[config.mk]
export PLATFORM = sky130hd
export DESIGN_NAME = eect_ctrl
export DESIGN_NICKNAME = d
export VERILOG_FILES = /design/src/hw/rtl/eect_pkg.sv /design/src/hw/rtl/eect_ctrl.sv
export SDC_FILE = /design/constraint.sdc
export NUM_CORES = 1
export LEC_CHECK = 0
export BUFFER_PORTS_ARGS = -buffer_cell sky130_fd_sc_hd__buf_2
export CAP_MARGIN = 5
export CORE_AREA = 3 3 40 42
export CTS_BUF_LIST = sky130_fd_sc_hd__clkbuf_4
export DETAILED_ROUTE_END_ITERATION = 7
export DIE_AREA = 0 0 43 45
export HOLD_SLACK_MARGIN = 0.03
export MAX_ROUTING_LAYER = met4
export SYNTH_ARGS = -nofsm -noshare
export SYNTH_HDL_FRONTEND = slang
export SYNTH_SLANG_ARGS = --single-unit
[constraint.sdc]
create_clock -name i_clk -period 2.7 [get_ports i_clk]
set_input_delay 0.27 -clock i_clk [delete_from_list [all_inputs] [get_ports i_clk]]
set_output_delay 0.27 -clock i_clk [all_outputs]
set_load 0.02 [all_outputs]
[src/hw/rtl/eect_pkg.sv]
`default_nettype none
package eect_pkg;

    localparam int CMD_W  = 2;
    localparam int ADDR_W = 64;
    localparam int CNT_W  = 32;

    localparam logic [CMD_W-1:0] CMD_QUERY = 2'd0;
    localparam logic [CMD_W-1:0] CMD_INC   = 2'd1;
    localparam logic [CMD_W-1:0] CMD_RST   = 2'd2;

    localparam logic [CNT_W-1:0] MAX_ERR_RST = 32'd100;

    typedef enum logic [1:0] {
        S_CLEAR,
        S_IDLE,
        S_SCAN,
        S_UPDATE
    } t_state;

    typedef struct packed {
        logic load;
        logic clr_step;
        logic scan_step;
        logic commit;
    } t_dp_cmd;

    typedef struct packed {
        logic clr_done;
        logic scan_done;
        logic out_free;
    } t_dp_sts;

    typedef struct packed {
        logic              vld;
        logic              fam;
        logic [ADDR_W-1:0] hi;
        logic [ADDR_W-1:0] lo;
        logic [CNT_W-1:0]  cnt;
    } t_entry;

endpackage
`default_nettype wire

[src/hw/rtl/eect_ctrl.sv]
`default_nettype none
module eect_ctrl
    import eect_pkg::*;
(
    input  wire logic    i_clk,
    input  wire logic    i_rst_n,
    input  wire logic    i_s_axis_tvalid,
    output logic         o_s_axis_tready,
    input  wire t_dp_sts i_sts,
    output t_dp_cmd      o_cmd
);

    t_state r_state;
    t_state n_state;

    always_ff @(posedge i_clk) begin
        if (!i_rst_n) begin
            r_state <= S_CLEAR;
        end else begin
            r_state <= n_state;
        end
    end

    always_comb begin
        n_state = r_state;
        case (r_state)
            S_CLEAR: begin
                if (i_sts.clr_done) n_state = S_IDLE;
            end
            S_IDLE: begin
                if (i_s_axis_tvalid) n_state = S_SCAN;
            end
            S_SCAN: begin
                if (i_sts.scan_done) n_state = S_UPDATE;
            end
            S_UPDATE: begin
                if (i_sts.out_free) n_state = S_IDLE;
            end
            default: n_state = S_CLEAR;
        endcase
    end

    always_comb begin
        o_cmd           = '0;
        o_s_axis_tready = 1'b0;
        case (r_state)
            S_CLEAR: begin
                o_cmd.clr_step = 1'b1;
            end
            S_IDLE: begin
                o_s_axis_tready = 1'b1;
                o_cmd.load      = i_s_axis_tvalid;
            end
            S_SCAN: begin
                o_cmd.scan_step = 1'b1;
            end
            S_UPDATE: begin
                o_cmd.commit = i_sts.out_free;
            end
            default: begin
                o_cmd = '0;
            end
        endcase
    end

    a_commit_free: assert property (@(posedge i_clk) disable iff (!i_rst_n)
        o_cmd.commit |-> i_sts.out_free)
        else $error("commit while output register busy");

    a_load_scan: assert property (@(posedge i_clk) disable iff (!i_rst_n)
        o_cmd.load |=> (r_state == S_SCAN))
        else $error("accepted item did not start a scan");

    a_scan_update: assert property (@(posedge i_clk) disable iff (!i_rst_n)
        (o_cmd.scan_step && i_sts.scan_done) |=> (r_state == S_UPDATE))
        else $error("finished scan did not go to update");

    a_no_accept_clear: assert property (@(posedge i_clk) disable iff (!i_rst_n)
        o_cmd.clr_step |-> !o_cmd.load && !o_cmd.commit)
        else $error("item handled during clearing pass");

endmodule
`default_nettype wire

# Word level (Yosys, flattened, before mapping)

Index checks and enable logic that the tools add are counted.

Register bits: 2
Input port bits: 6
Output and inout bits: 5
Word-level logic and storage cells: 20

Equality and inequality tests: 7
Multiplexer cells: 10
Reduce and logical (&&, ||, !) cells: 2

Operators by type and width:

| kind               | number |
|---|---|
| $mux 2             | 4 |
| $ne 2x2->1 const B | 4 |
| $pmux 2 s4         | 1 |
| $mux 1             | 5 |
| $eq 2x2->1 const B | 2 |
| $reduce_and 4->1   | 1 |
| $eq 2x1->1 const B | 1 |
| $logic_not 2->1    | 1 |

# Depth between registers and ports, before layout

Gate-level depths: netlist (run 1).

Depth in word-level cells: 3
Mapped depth: 5
Mapped depth without buffers: 5

# Least setup slack after synthesis (run 1)

No wires, ideal clock.

Path type: register to register
Start point: reg r_state[0]
End point: reg r_state[0]
Arrival: 1435 ps
Slack: 1193 ps
Cell stages (with the launch flop): 6
Buffers on the path: 0
Period minus slack after synthesis: 1507 ps
Cell sequence: dfxtp_1 -> inv_1 -> ha_1 -> nor2b_4 -> a2111oi_4 -> mux2i_1

Longest elaborated chain between the ends: 3

Ends and longest elaborated chain:

| element                            | line            | RTL |
|---|---|---|
| start, declared                    | eect_ctrl.sv:13 | `t_state r_state;` |
| start signal, assigned             | eect_ctrl.sv:20 | `r_state <= n_state;` |
| $eq 2x2->1 (tied with other cells) | eect_ctrl.sv:26 | `case (r_state)` |
| $ne 2x2->1 (no source line)        | n/a             |  |
| $reduce_and 4->1 (no source line)  | n/a             |  |

Parallel ways exist; a longest one is shown, timed or not.
A chain may end at the register's enable or synchronous reset.

# Worst setup path after layout (run 1)

Same ends and word-level chain as after synthesis.

==> results of run 1 <==
## metal layers
layer  global-route usage  wire length, um  vias to the layer above
met2               0.0778              202                        7
met4               0.0542                0                        0
met5                    -                0                        -
li1                     -                -                       96
met3               0.0359               38                        0
met1               0.0408              140                       71
## cell usage after synthesis, drive strengths merged
cell type,number
inv,3
ha,5
nor2b,3
and2,2
nand2,3
nand2b,1
a2111oi,1
mux2i,2
dfxtp,2
## cell families after synthesis
group,count (synthesis),share of synthesized area
simple gates,9,0.259
fa+ha+maj,5,0.287
buf+inv,3,0.0517
mux,2,0.0920
flops,2,0.184
compound gates,1,0.126
## metrics by stage
stage	util	hold WS (ns)
floorplan	-	0.416
global placement	0.223	0.502
detailed placement	0.223	0.508
CTS	0.241	0.326
global route	0.241	0.353
finish	0.241	0.332
## final cells by class
| class | instances | area, um2 | share of cell area |
|---|---|---|---|
| multi-input cells | 17 | 166 | 0.538 |
| clock buffers | 3 | 22.5 | 0.0729 |
| well taps | 15 | 18.8 | 0.0607 |
| inverters | 3 | 11.3 | 0.0364 |
| flip-flops and latches | 2 | 40.0 | 0.130 |
| repair buffers | 10 | 50.0 | 0.162 |
## worst max-delay path, stage by stage (launching register included)
cell and delay [ns]:
sky130_fd_sc_hd__dfxtp_1 0.39, sky130_fd_sc_hd__inv_1 0.08, sky130_fd_sc_hd__ha_1 0.21, sky130_fd_sc_hd__nor2b_4 0.13, sky130_fd_sc_hd__a2111oi_4 0.37, sky130_fd_sc_hd__mux2i_1 0.21
## worst max path at each step
stage	from	endpoint	slack, ns	depth (start not counted)
4_1_cts	r_state[0]	r_state[0]	1.21	5
6_report	r_state[0]	r_state[0]	1.24	5
2_1_floorplan	r_state[0]	r_state[0]	1.19	5
3_5_place_dp	r_state[0]	r_state[0]	1.22	5
3_3_place_gp	r_state[0]	r_state[1]	1.20	5
5_1_grt	r_state[0]	r_state[1]	1.13	5
## power groups by stage
| stage | registers [mW] | clock network, mW | logic (mW) |
|---|---|---|---|
| after global routing | 0.0649 | 0.0734 | 0.225 |
| after CTS | 0.0622 | 0.0699 | 0.205 |
| final | 0.0611 | 0.0649 | 0.200 |
| after global placement | 0.0632 | 0 | 0.204 |
| after floorplan | 0.0580 | 0 | 0.168 |
| after detailed placement | 0.0625 | 0 | 0.204 |
==> results.md, run 1 <==
- The number of endpoints with negative hold slack in the final report is 0.
- The largest clock skew in the final design is 0.00168 ns.
- At the end of routability-driven placement, the weighted congestion stood at 0.552.
- The root cell of the clock tree is sky130_fd_sc_hd__clkbuf_4.
- The initial antenna violation count is 0.
- The distinct cell type count after synthesis is 10.
- The flow ran to the end, and the final reports show no timing, DRC or antenna violations.
- The sort of element at the end of the critical path is a flip-flop.
- The ratio of routed vias to standard cells is 3.48.
- The overall power is 0.326 mW.
- The worst min-delay path endpoint is r_state[0].
- The final-layout fill cell count is 153.
- The category of the critical setup timing path is flip-flop to flip-flop.
- The data required time at the worst endpoint is 2.85 ns.
- Clock tree synthesis found a total of 2 sinks.
- Buffers placed on the I/O ports in this run total 10.
- The half-perimeter wire length after placement is 325 um.
- The post-layout minimum cycle time is 1.46 ns.
- The number of global-route vias before repair is 181.
- The power dissipated by switching net loads is 0.137 mW.
- The count of final max-slew check failures came to 0.
- The worst slack after detailed placement is 1.22 ns.
- The post-detailed-routing wire length is 381 um.
- The final net count is 48.
- The largest registers in the layout are r_state x2.
- The die covers 1940 um2.
- The gate count of the mapped netlist is 22.
- Pin placement for this block handled 11 I/O pins.
- The area share of the largest cell type after synthesis is 0.287.
- The number of max-capacitance violations reported is 0.
- The clock passes through at most 2 buffers.
- The count of nets left with antenna violations once routing finished came out at 0.
- Setup total negative slack on the finished layout was measured at 0 ns.
- Summed over all layers, the global routing overflow is 0.
- The number of H-tree levels is 1.
- The worst hold path cell count is 3.
- The chip height is 45 um.
- For this run, the detailed router's first-pass iteration total came to 1.
- In this run, the number of DRC markers left after iteration 0 of detailed routing was 0.
- 0 antenna diodes ended up in the layout.
- The total setup buffers inserted after CTS is 0.
- The leakage component of the power is 0.166 nW.
- The CTS buffer count is 3.
- In this run the worst hold path is classified as input port to flip-flop.
- For this run, design rule violations remaining after detail routing come to 0.
- Excluding fillers, the count of instances in the completed layout stands at 50.
- The register with the most flip-flops in the layout has 2 of them.
- The average wire per standard cell is 7.62 um.
- The capture point of the worst reg-to-reg path is r_state[0].
- In this run the core area contains 13 standard-cell rows.
- In the post-synthesis netlist, the biggest area contributors are sky130_fd_sc_hd__ha_1, sky130_fd_sc_hd__dfxtp_1, sky130_fd_sc_hd__a2111oi_4.
- Of the total power, the clock network draws 0.199.
- The upper clock frequency limit is 686 MHz.
- The worst flop-to-flop path startpoint is r_state[0].
- In the layout the commonest cells are sky130_fd_sc_hd__buf_2, sky130_fd_sc_hd__ha_1, sky130_fd_sc_hd__inv_1, sky130_fd_sc_hd__nand2_1, sky130_fd_sc_hd__clkbuf_4.
- The biggest area consumer among synthesized cells is sky130_fd_sc_hd__ha_1.
- Leaving out fill and tap cells, the most frequent cell in the layout is sky130_fd_sc_hd__buf_2.
- The fraction of the yosys area taken by sequential cells is 0.184.
- The total track usage is 0.0522.
- The total area inside the core boundary comes to 1280 um2.
- The die is 43 um wide.
- The cell area after placement is 287 um2.
- The total via count in the routed design is 174.
- The worst register-to-register path has a depth of 5.
- The register bit count reported by yosys is 2.
- The share of total power dissipated in sequential elements is 0.188.
- The origin of the worst min-delay path is i_rst_n.
- The synthesized net count is 33.
- The worst max-slew margin expressed relative to the limit is 0.788.
- Setup violations remaining at the end of the flow were counted as 0.
- In this run, post-CTS repair resized a total of 0 instances.
- TritonCTS built the clock tree.
- The first global-routing pass estimated 634 um of wire.
- After clock tree synthesis, the clock-pin slew on the worst setup and hold paths is 0.03 ns.
- In the post-route analysis, the smallest setup slack over all paths is 1.24 ns.
- The kind of start point of the critical path is a flip-flop.
- The worst supply voltage drop on vdd is 236 uV.
- The clock network latency to the later pin of the worst-skew pair is 0.22 ns.
- The synthesis-to-finish area growth is 42.0%.
- Setup repair after global routing left no endpoint under its margin.
- The internal power summed over all cells is 0.189 mW.
- Entering global routing, the biggest net connects 6 pins.
- The starting density of the core is 0.169.
- Of the cells placed in the final design, the portion with a size suffix greater than 1 is 0.429.
- For the pin with the worst max-slew slack, the measured transition is 0.317 ns.
- The number of cells in the design after placement is 47.
- The worst path arrival time is 1.61 ns.
- Summing every instance area after synthesis gives 218 um2.
- For this run, the number of Yosys warnings is 0.
- The switching part of the total is 0.421.
- The setup check on the worst reg-to-reg path leaves a slack of 1.24 ns.
- The cts-stage hold buffer count is 0.
- The top register by number of flip-flops is r_state.
- The total power divided by cell area is 1050 nW/um2.
- The final critical-path share of the clock period is 0.540.
- The finished layout cell area is 309 um2.
- Of all nets on the critical path, the largest fanout is 5.
- Dividing the synthesized area by the synthesized cell count gives 9.90 um2.
- The logic gate share of total power is 0.613.
Power figures use the tool's default switching activity.
==> inputs of run 2 (changes only) <==
==> constraint.sdc (replaced) <==
create_clock -name i_clk -period 1.3 [get_ports i_clk]
set_input_delay 0.13 -clock i_clk [delete_from_list [all_inputs] [get_ports i_clk]]
set_output_delay 0.13 -clock i_clk [all_outputs]
set_load 0.02 [all_outputs]
==> results.md, run 2 (same netlist as run 1, synthesis figures left out) <==
- The largest registers in the layout are r_state x2.
- The largest delay contributor family on the critical path is compound AO/OA/AOI/OAI gates.
- The number of H-tree levels came to 1 (unchanged).
- The ratio of routed vias to standard cells is 3.65 (+4.9%).
- The worst hold path class is input port to flip-flop.
- The total negative setup slack is -0.211 ns (-0.211 ns).
- The proportion of layout cells with a drive suffix above 1 came to 0.714 (+0.286).
- The length of the first detailed-routing pass in iterations is 1 (unchanged).
- The DRC marker count from the first detailed-route iteration is 0 (unchanged).
- The count of final max-slew check failures is 0 (unchanged).
- The final reports fail on negative setup slack.
- The cell depth of the worst setup path is 5 (unchanged).
- The library cell contributing the largest single delay on the critical path is sky130_fd_sc_hd__a2111oi_4.
- The half-perimeter wire length after placement is 343 um (+5.6%).
- The final number of setup-violating endpoints is 3 (+3).
- The clock tree from TritonCTS is built.
- The signal on the critical path passes through inv_4, ha_4, nor2b_4, a2111oi_4, mux2i_1.
- The final net count is 55 (+15%).
- The number of nets with antenna violations after detailed routing is 0 (unchanged).
- The slew at the pin closest to its max-slew limit is 0.342 ns (+0.0247 ns).
- The site row count is 13 (unchanged).
- The met3 capacity usage during global routing is 0.0359 (unchanged).
- The final routed DRC violation total is 0 (unchanged).
- The final weighted congestion of routability-driven global placement is 0.665 (+20%).
- The largest fanout on the critical path is 4 (-1).
- The global-route met1 utilization is 0.0646 (+0.0238).
- The number of cell instances on the worst register-to-register path is 5 (unchanged).
- The worst setup path is captured at a flip-flop.
- The root cell of the clock tree is sky130_fd_sc_hd__clkbuf_4.
- The clock input transition at the sequential cells of the worst setup and hold paths is 0.03 ns (about the same).
- The global routing usage on met2 is 0.0898 (+0.0120).
- The cts-stage hold buffer count is 0 (unchanged).
- The top register by number of flip-flops is r_state.
- The CTS buffer count came to 3 (unchanged).
- The worst supply voltage drop on vdd is 788 uV (+230%).
- The first-pass GRT wire length is 848 um (+34%).
- The number of clock sinks seen by CTS came to 2 (unchanged).
- The maximum number of pins on one net before global-route repair is 5 (-1).
- The I/O pin total is 11 (unchanged).
- The number of flip-flops under the largest register name is 2 (unchanged).
- The flow ran to the end, but the final reports show violations.
- The global routing stage identified its most utilized layer as met2.
- Setup repair after global routing could not meet its margin everywhere.
- The final critical-path share of the clock period is 1.06 (+0.524).
- The total power divided by cell area is 2340 nW/um2 (+120%).
- The chip height is 45 um (unchanged).
- The number of buffers on the longest clock path is 2 (unchanged).
- The synthesis-to-finish area growth is 92.5%.
- The finished layout cell area came to 419 um2 (+36%).
- The number of buffer and inverter instances along the worst setup path is 1 (unchanged).
- The antenna diode count is 0 (unchanged).
- The clock network latency to the later pin of the worst-skew pair is 0.23 ns (about the same).
- The most frequent standard cell in the layout excluding fill and tap cells is sky130_fd_sc_hd__buf_2.
- The sum of overflow across all layers after global routing was 0 (unchanged).
- The post-layout minimum cycle time was 1.38 ns (-0.0748 ns).
- The number of endpoints with negative hold slack in the final report is 0 (unchanged).
- The upper clock frequency limit is 723 MHz (+5.4%).
- The overall power came to 0.980 mW (+200%).
- The average wire per standard cell came to 8.12 um (+6.6%).
- The data required time at the worst endpoint is 1.44 ns (-1.41 ns).
- The worst hold path cell count is 3 (unchanged).
- The post-detailed-routing wire length is 463 um (+22%).
- The total via count in the routed design is 208 (+20%).
- The peak per-stage delay on the critical path is 0.39 ns (about the same).
- The final-layout fill cell count came to 128 (-16%).
- The floorplan die area is 1940 um2 (unchanged).
- The starting density of the core is 0.169 (unchanged).
- The leakage component of the power came to 0.206 nW (+24%).
- The number of global-route vias before repair is 214 (+18%).
- The worst max-slew margin expressed relative to the limit came to 0.772 (-0.0165).
- The category of the critical setup timing path is flip-flop to flip-flop.
- The area of the core is 1280 um2 (unchanged).
- STA classifies the critical path startpoint as a flip-flop.
- The die boundary width was 43 um (unchanged).
- The total track usage is 0.0667 (+0.0145).
- The final worst setup slack is -0.0837 ns (-1.33 ns).
- The worst path arrival time came to 1.52 ns (-0.09 ns).
- The number of max-capacitance violations reported came to 0 (unchanged).
- The cell area after placement is 344 um2 (+20%).
- The count of input and output buffers is 10 (unchanged).
- The largest clock skew in the final design is 0.00587 ns (+0.00419 ns).
- Leaving out fill and tap cells, the most frequent cells in the layout are sky130_fd_sc_hd__buf_2, sky130_fd_sc_hd__buf_4, sky130_fd_sc_hd__nand2_1, sky130_fd_sc_hd__clkbuf_4.
- The initial antenna violation count is 0 (unchanged).
==> run 2: changes by cell type in the layout (fill, tap and decap cells not counted), moves of 2 or more <==
cell / delta
sky130_fd_sc_hd__buf_4: +7
sky130_fd_sc_hd__ha_1: -3
sky130_fd_sc_hd__buf_2: -2
sky130_fd_sc_hd__buf_6: +2
sky130_fd_sc_hd__dfxtp_1: -2
sky130_fd_sc_hd__dfxtp_4: +2
sky130_fd_sc_hd__ha_4: +2
sky130_fd_sc_hd__inv_1: -2
==> run 2: worst paths after layout <==
check              from          to  slack [ns]
min             i_rst_n  r_state[0]        0.18
max          r_state[1]  r_state[1]       -0.08
min reg2reg  r_state[1]  r_state[1]        0.52
max reg2reg  r_state[1]  r_state[1]       -0.08
==> run 2: layout make-up <==
type                            count  area (um2)  area share
Multi-Input combinational cell     17         201       0.481
Timing Repair Buffer               17         115       0.275
Tap cell                           15        18.8      0.0448
Clock buffer                        3        22.5      0.0537
Inverter                            3        13.8      0.0328
Sequential cell                     2        47.5       0.113
==> run 2: power breakdown <==
part           internal, mW  leakage (nW)  total [mW]  switching, mW
logic                 0.393         0.175       0.695          0.302
clock network         0.102        0.0138       0.139         0.0372
registers             0.110        0.0178       0.146         0.0357
total                 0.605         0.206       0.980          0.375
==> run 2: worst reg2reg max path, stage by stage, from the launching register on <==
cell and delay, ns:
sky130_fd_sc_hd__dfxtp_4 0.36, sky130_fd_sc_hd__inv_4 0.05, sky130_fd_sc_hd__ha_4 0.15, sky130_fd_sc_hd__nor2b_4 0.12, sky130_fd_sc_hd__a2111oi_4 0.39, sky130_fd_sc_hd__mux2i_1 0.24
==> run 2: routing by layer <==
layer	vias up	part of all wire
li1	109	-
met1	91	0.44
met2	8	0.48
met3	0	0.082
met4	0	0
met5	-	0
==> run 2: stage by stage <==
step | setup WS (ns) | utilization | std cells | hold slack [ns]
after floorplan | -0.0316 | - | 22 | 0.268
final | -0.0837 | 0.326 | 57 | 0.176
after CTS | -0.0937 | 0.315 | 56 | 0.164
after global placement | -0.0716 | 0.268 | 51 | 0.417
after detailed placement | -0.0957 | 0.268 | 51 | 0.414
after global routing | -0.157 | 0.326 | 57 | 0.208
==> run 2: repair_timing <==
action                                 CTS  global route
gates cloned                             0             0
buffers inserted                         2             1
endpoints found under the hold margin    0             0
resized for setup                        7             2
setup endpoints to repair                3             4
pin swaps                                1             0
==> inputs of run 3 (changes only) <==
--- a/config.mk
+++ b/config.mk
@@ -7,12 +7,14 @@
 export LEC_CHECK = 0
 export BUFFER_PORTS_ARGS = -buffer_cell sky130_fd_sc_hd__buf_2
 export CAP_MARGIN = 5
+export CELL_PAD_IN_SITES_DETAIL_PLACEMENT = 1
+export CELL_PAD_IN_SITES_GLOBAL_PLACEMENT = 2
 export CORE_AREA = 3 3 40 42
 export CTS_BUF_LIST = sky130_fd_sc_hd__clkbuf_4
 export DETAILED_ROUTE_END_ITERATION = 7
 export DIE_AREA = 0 0 43 45
 export HOLD_SLACK_MARGIN = 0.03
-export MAX_ROUTING_LAYER = met4
+export PLACE_DENSITY_LB_ADDON = 0.1
 export SYNTH_ARGS = -nofsm -noshare
 export SYNTH_HDL_FRONTEND = slang
 export SYNTH_SLANG_ARGS = --single-unit
==> constraint.sdc (replaced) <==
create_clock -name i_clk -period 1.5 [get_ports i_clk]
set_input_delay 0.15 -clock i_clk [delete_from_list [all_inputs] [get_ports i_clk]]
set_output_delay 0.15 -clock i_clk [all_outputs]
set_load 0.02 [all_outputs]
==> results.md, run 3 (same netlist as run 1, synthesis figures left out) <==
- The final weighted congestion of routability-driven global placement is 0.651 (-2.2%).
- The final worst setup slack is 0.0935 ns (+0.177 ns).
- The average wire per standard cell is 10.2 um (+25%).
- Traced cell by cell, the critical path runs through inv_2, ha_2, nor2b_2, a2111oi_4, mux2i_1.
- The clock network latency to the later pin of the worst-skew pair is 0.22 ns (about the same).
- The site row count is 13 (unchanged).
- Ranked by flip-flop count, first place goes to r_state.
- The number of buffers on the longest clock path is 2 (unchanged).
- The initial antenna violation count was 0 (unchanged).
- The number of global-route vias before repair is 224 (+4.7%).
- The number of endpoints with negative hold slack in the final report was 0 (unchanged).
- The proportion of layout cells with a drive suffix above 1 is 0.676 (-0.0386).
- The number of clock sinks seen by CTS is 2 (unchanged).
- The origin of the worst min-delay path is i_rst_n.
- The worst register-to-register path begins at r_state[1].
- The library cell contributing the largest single delay on the critical path is sky130_fd_sc_hd__a2111oi_4.
- The category of the critical setup timing path is flip-flop to flip-flop.
- The count of placed standard cells in the final layout, fillers left out was 52 (-8.8%).
- The floorplan die area came to 1940 um2 (unchanged).
- In the layout the commonest cells are sky130_fd_sc_hd__buf_2, sky130_fd_sc_hd__nand2_1, sky130_fd_sc_hd__ha_2, sky130_fd_sc_hd__clkbuf_4.
- The die boundary width is 43 um (unchanged).
- The number of nets with antenna violations after detailed routing is 0 (unchanged).
- The post-layout minimum cycle time is 1.41 ns (+0.0228 ns).
- The slew at the pin closest to its max-slew limit is 0.337 ns (-0.00518 ns).
- The smallest hold slack was 0.216 ns (+0.0393 ns).
- The ratio of routed vias to standard cells came to 3.87 (+5.9%).
- The total setup buffers inserted after CTS is 0 (-2).
- TritonCTS built the clock tree.
- The antenna diode count is 0 (unchanged).
- The DRC marker count from the first detailed-route iteration came to 3 (+3).
- The worst supply voltage drop on vdd is 696 uV (-12%).
- The total negative setup slack is 0 ns (+0.211 ns).
- The upper clock frequency limit was 711 MHz (-1.6%).
- The number of flip-flops under the largest register name was 2 (unchanged).
- The CTS buffer count is 3 (unchanged).
- The number of cells in the design after placement is 49 (-3.9%).
- The leakage component of the power was 0.174 nW (-16%).
- The largest fanout on the critical path is 3 (-1).
- The worst max-slew margin expressed relative to the limit is 0.775 (+0.00345).
- The finished layout cell area is 344 um2 (-18%).
- The final-layout fill cell count is 163 (+27%).
- The sum of overflow across all layers after global routing is 0 (unchanged).
- The worst path arrival time is 1.54 ns (+0.02 ns).
- The starting density of the core is 0.169 (unchanged).
- The sort of element at the end of the critical path is a flip-flop.
- The cell area after placement is 304 um2 (-12%).
- The total track usage came to 0.0723 (+0.00560).
- The largest clock skew in the final design is 0.00199 ns (-0.00388 ns).
- The first-pass GRT wire length is 924 um (+9.0%).
- The chip height is 45 um (unchanged).
- The met3 capacity usage during global routing is 0.0239 (-0.0120).
- Leaving out fill and tap cells, the most frequent cell in the layout is sky130_fd_sc_hd__buf_2.
- The length of the first detailed-routing pass in iterations is 2 (+1).
- The global-route met1 utilization is 0.0624 (-0.00224).
- The peak per-stage delay on the critical path came to 0.39 ns (about the same).
- The count of input and output buffers is 10 (unchanged).
- The total via count in the routed design is 201 (-3.4%).
- The clock input transition at the sequential cells of the worst setup and hold paths was 0.03 ns (about the same).
- The area of the core is 1280 um2 (unchanged).
- The count of final max-slew check failures is 0 (unchanged).
- The final number of setup-violating endpoints is 0 (-3).
- The most critical setup path has its startpoint at r_state[1].
- The global routing usage on met2 is 0.120 (+0.0299).
- The worst setup path is launched from a flip-flop.
- The run finished with clean final reports.
- The data required time at the worst endpoint was 1.64 ns (+0.20 ns).
- The I/O pin total is 11 (unchanged).
- The maximum number of pins on one net before global-route repair is 5 (unchanged).
- The final routed DRC violation total came to 0 (unchanged).
- The total power divided by cell area is 1930 nW/um2 (-17%).
- The post-detailed-routing wire length is 529 um (+14%).
- The number of H-tree levels is 1 (unchanged).
- The worst hold path class is input port to flip-flop.
- The half-perimeter wire length after placement was 413 um (+20%).
- The tree is rooted in a sky130_fd_sc_hd__clkbuf_4.
- Setup repair after global routing left no endpoint under its margin.
- The number of max-capacitance violations reported is 0 (unchanged).
- The cts-stage hold buffer count is 0 (unchanged).
- The global-route layer with the greatest usage is met2.
- Relative to the synthesized area, the layout overhead comes to 58.0%.
- The final net count is 50 (-9.1%).
- The final critical-path share of the clock period came to 0.938 (-0.127).
- The largest registers in the layout are r_state x2.
- The worst slack after detailed placement was -0.0347 ns (+0.0610 ns).
## run 3: cell count changes in the layout (fill, tap and decap cells not counted), sizes merged
cell,before,now
buf,17,12
## run 3: worst paths after layout
check	cells past startpoint	end	slack, ns
worst max-delay path	5	r_state[0]	0.09
worst max register to register	5	r_state[0]	0.09
worst min register to register	3	r_state[1]	0.59
worst min-delay path	3	r_state[1]	0.22
## run 3: timing repair
item | in CTS | in global routing
setup endpoints to repair | 2 | 2
pin swaps | 0 | 1
gates resized for setup | 1 | 7
## run 3: layout make-up
| type | count | area (um2) | share of cell area |
|---|---|---|---|
| multi-input cells | 17 | 184 | 0.535 |
| well taps | 15 | 18.8 | 0.0545 |
| repair buffers | 12 | 65.1 | 0.189 |
| flip-flops and latches | 2 | 42.5 | 0.124 |
| clock buffers | 3 | 22.5 | 0.0655 |
| inverters | 3 | 11.3 | 0.0327 |
## run 3: critical path: cells and delay by family (launching register included)
family / cells / cell delay (ns)
fa+ha+maj: 1 / 0.17
flops: 1 / 0.32
buf+inv: 1 / 0.05
mux: 1 / 0.24
simple gates: 1 / 0.16
compound gates: 1 / 0.39
## run 3: metal layers
layer  up-vias  wire, um
met3         0        26
met4         0         0
li1        102         -
met1        93       184
met5         -         0
met2         6       318
## run 3: through the flow
stage	power (mW)	utilization
detailed placement	0.544	0.237
global placement	0.535	0.237
finish	0.664	0.268
CTS	0.677	0.255
global route	0.760	0.268
floorplan	0.414	-
## run 3: report_power, final
part / switching, mW / total, mW / leakage (nW) / internal, mW
registers: 0.0266 / 0.112 / 0.0172 / 0.0857
clock network: 0.0293 / 0.117 / 0.0138 / 0.0882
logic: 0.221 / 0.434 / 0.143 / 0.213
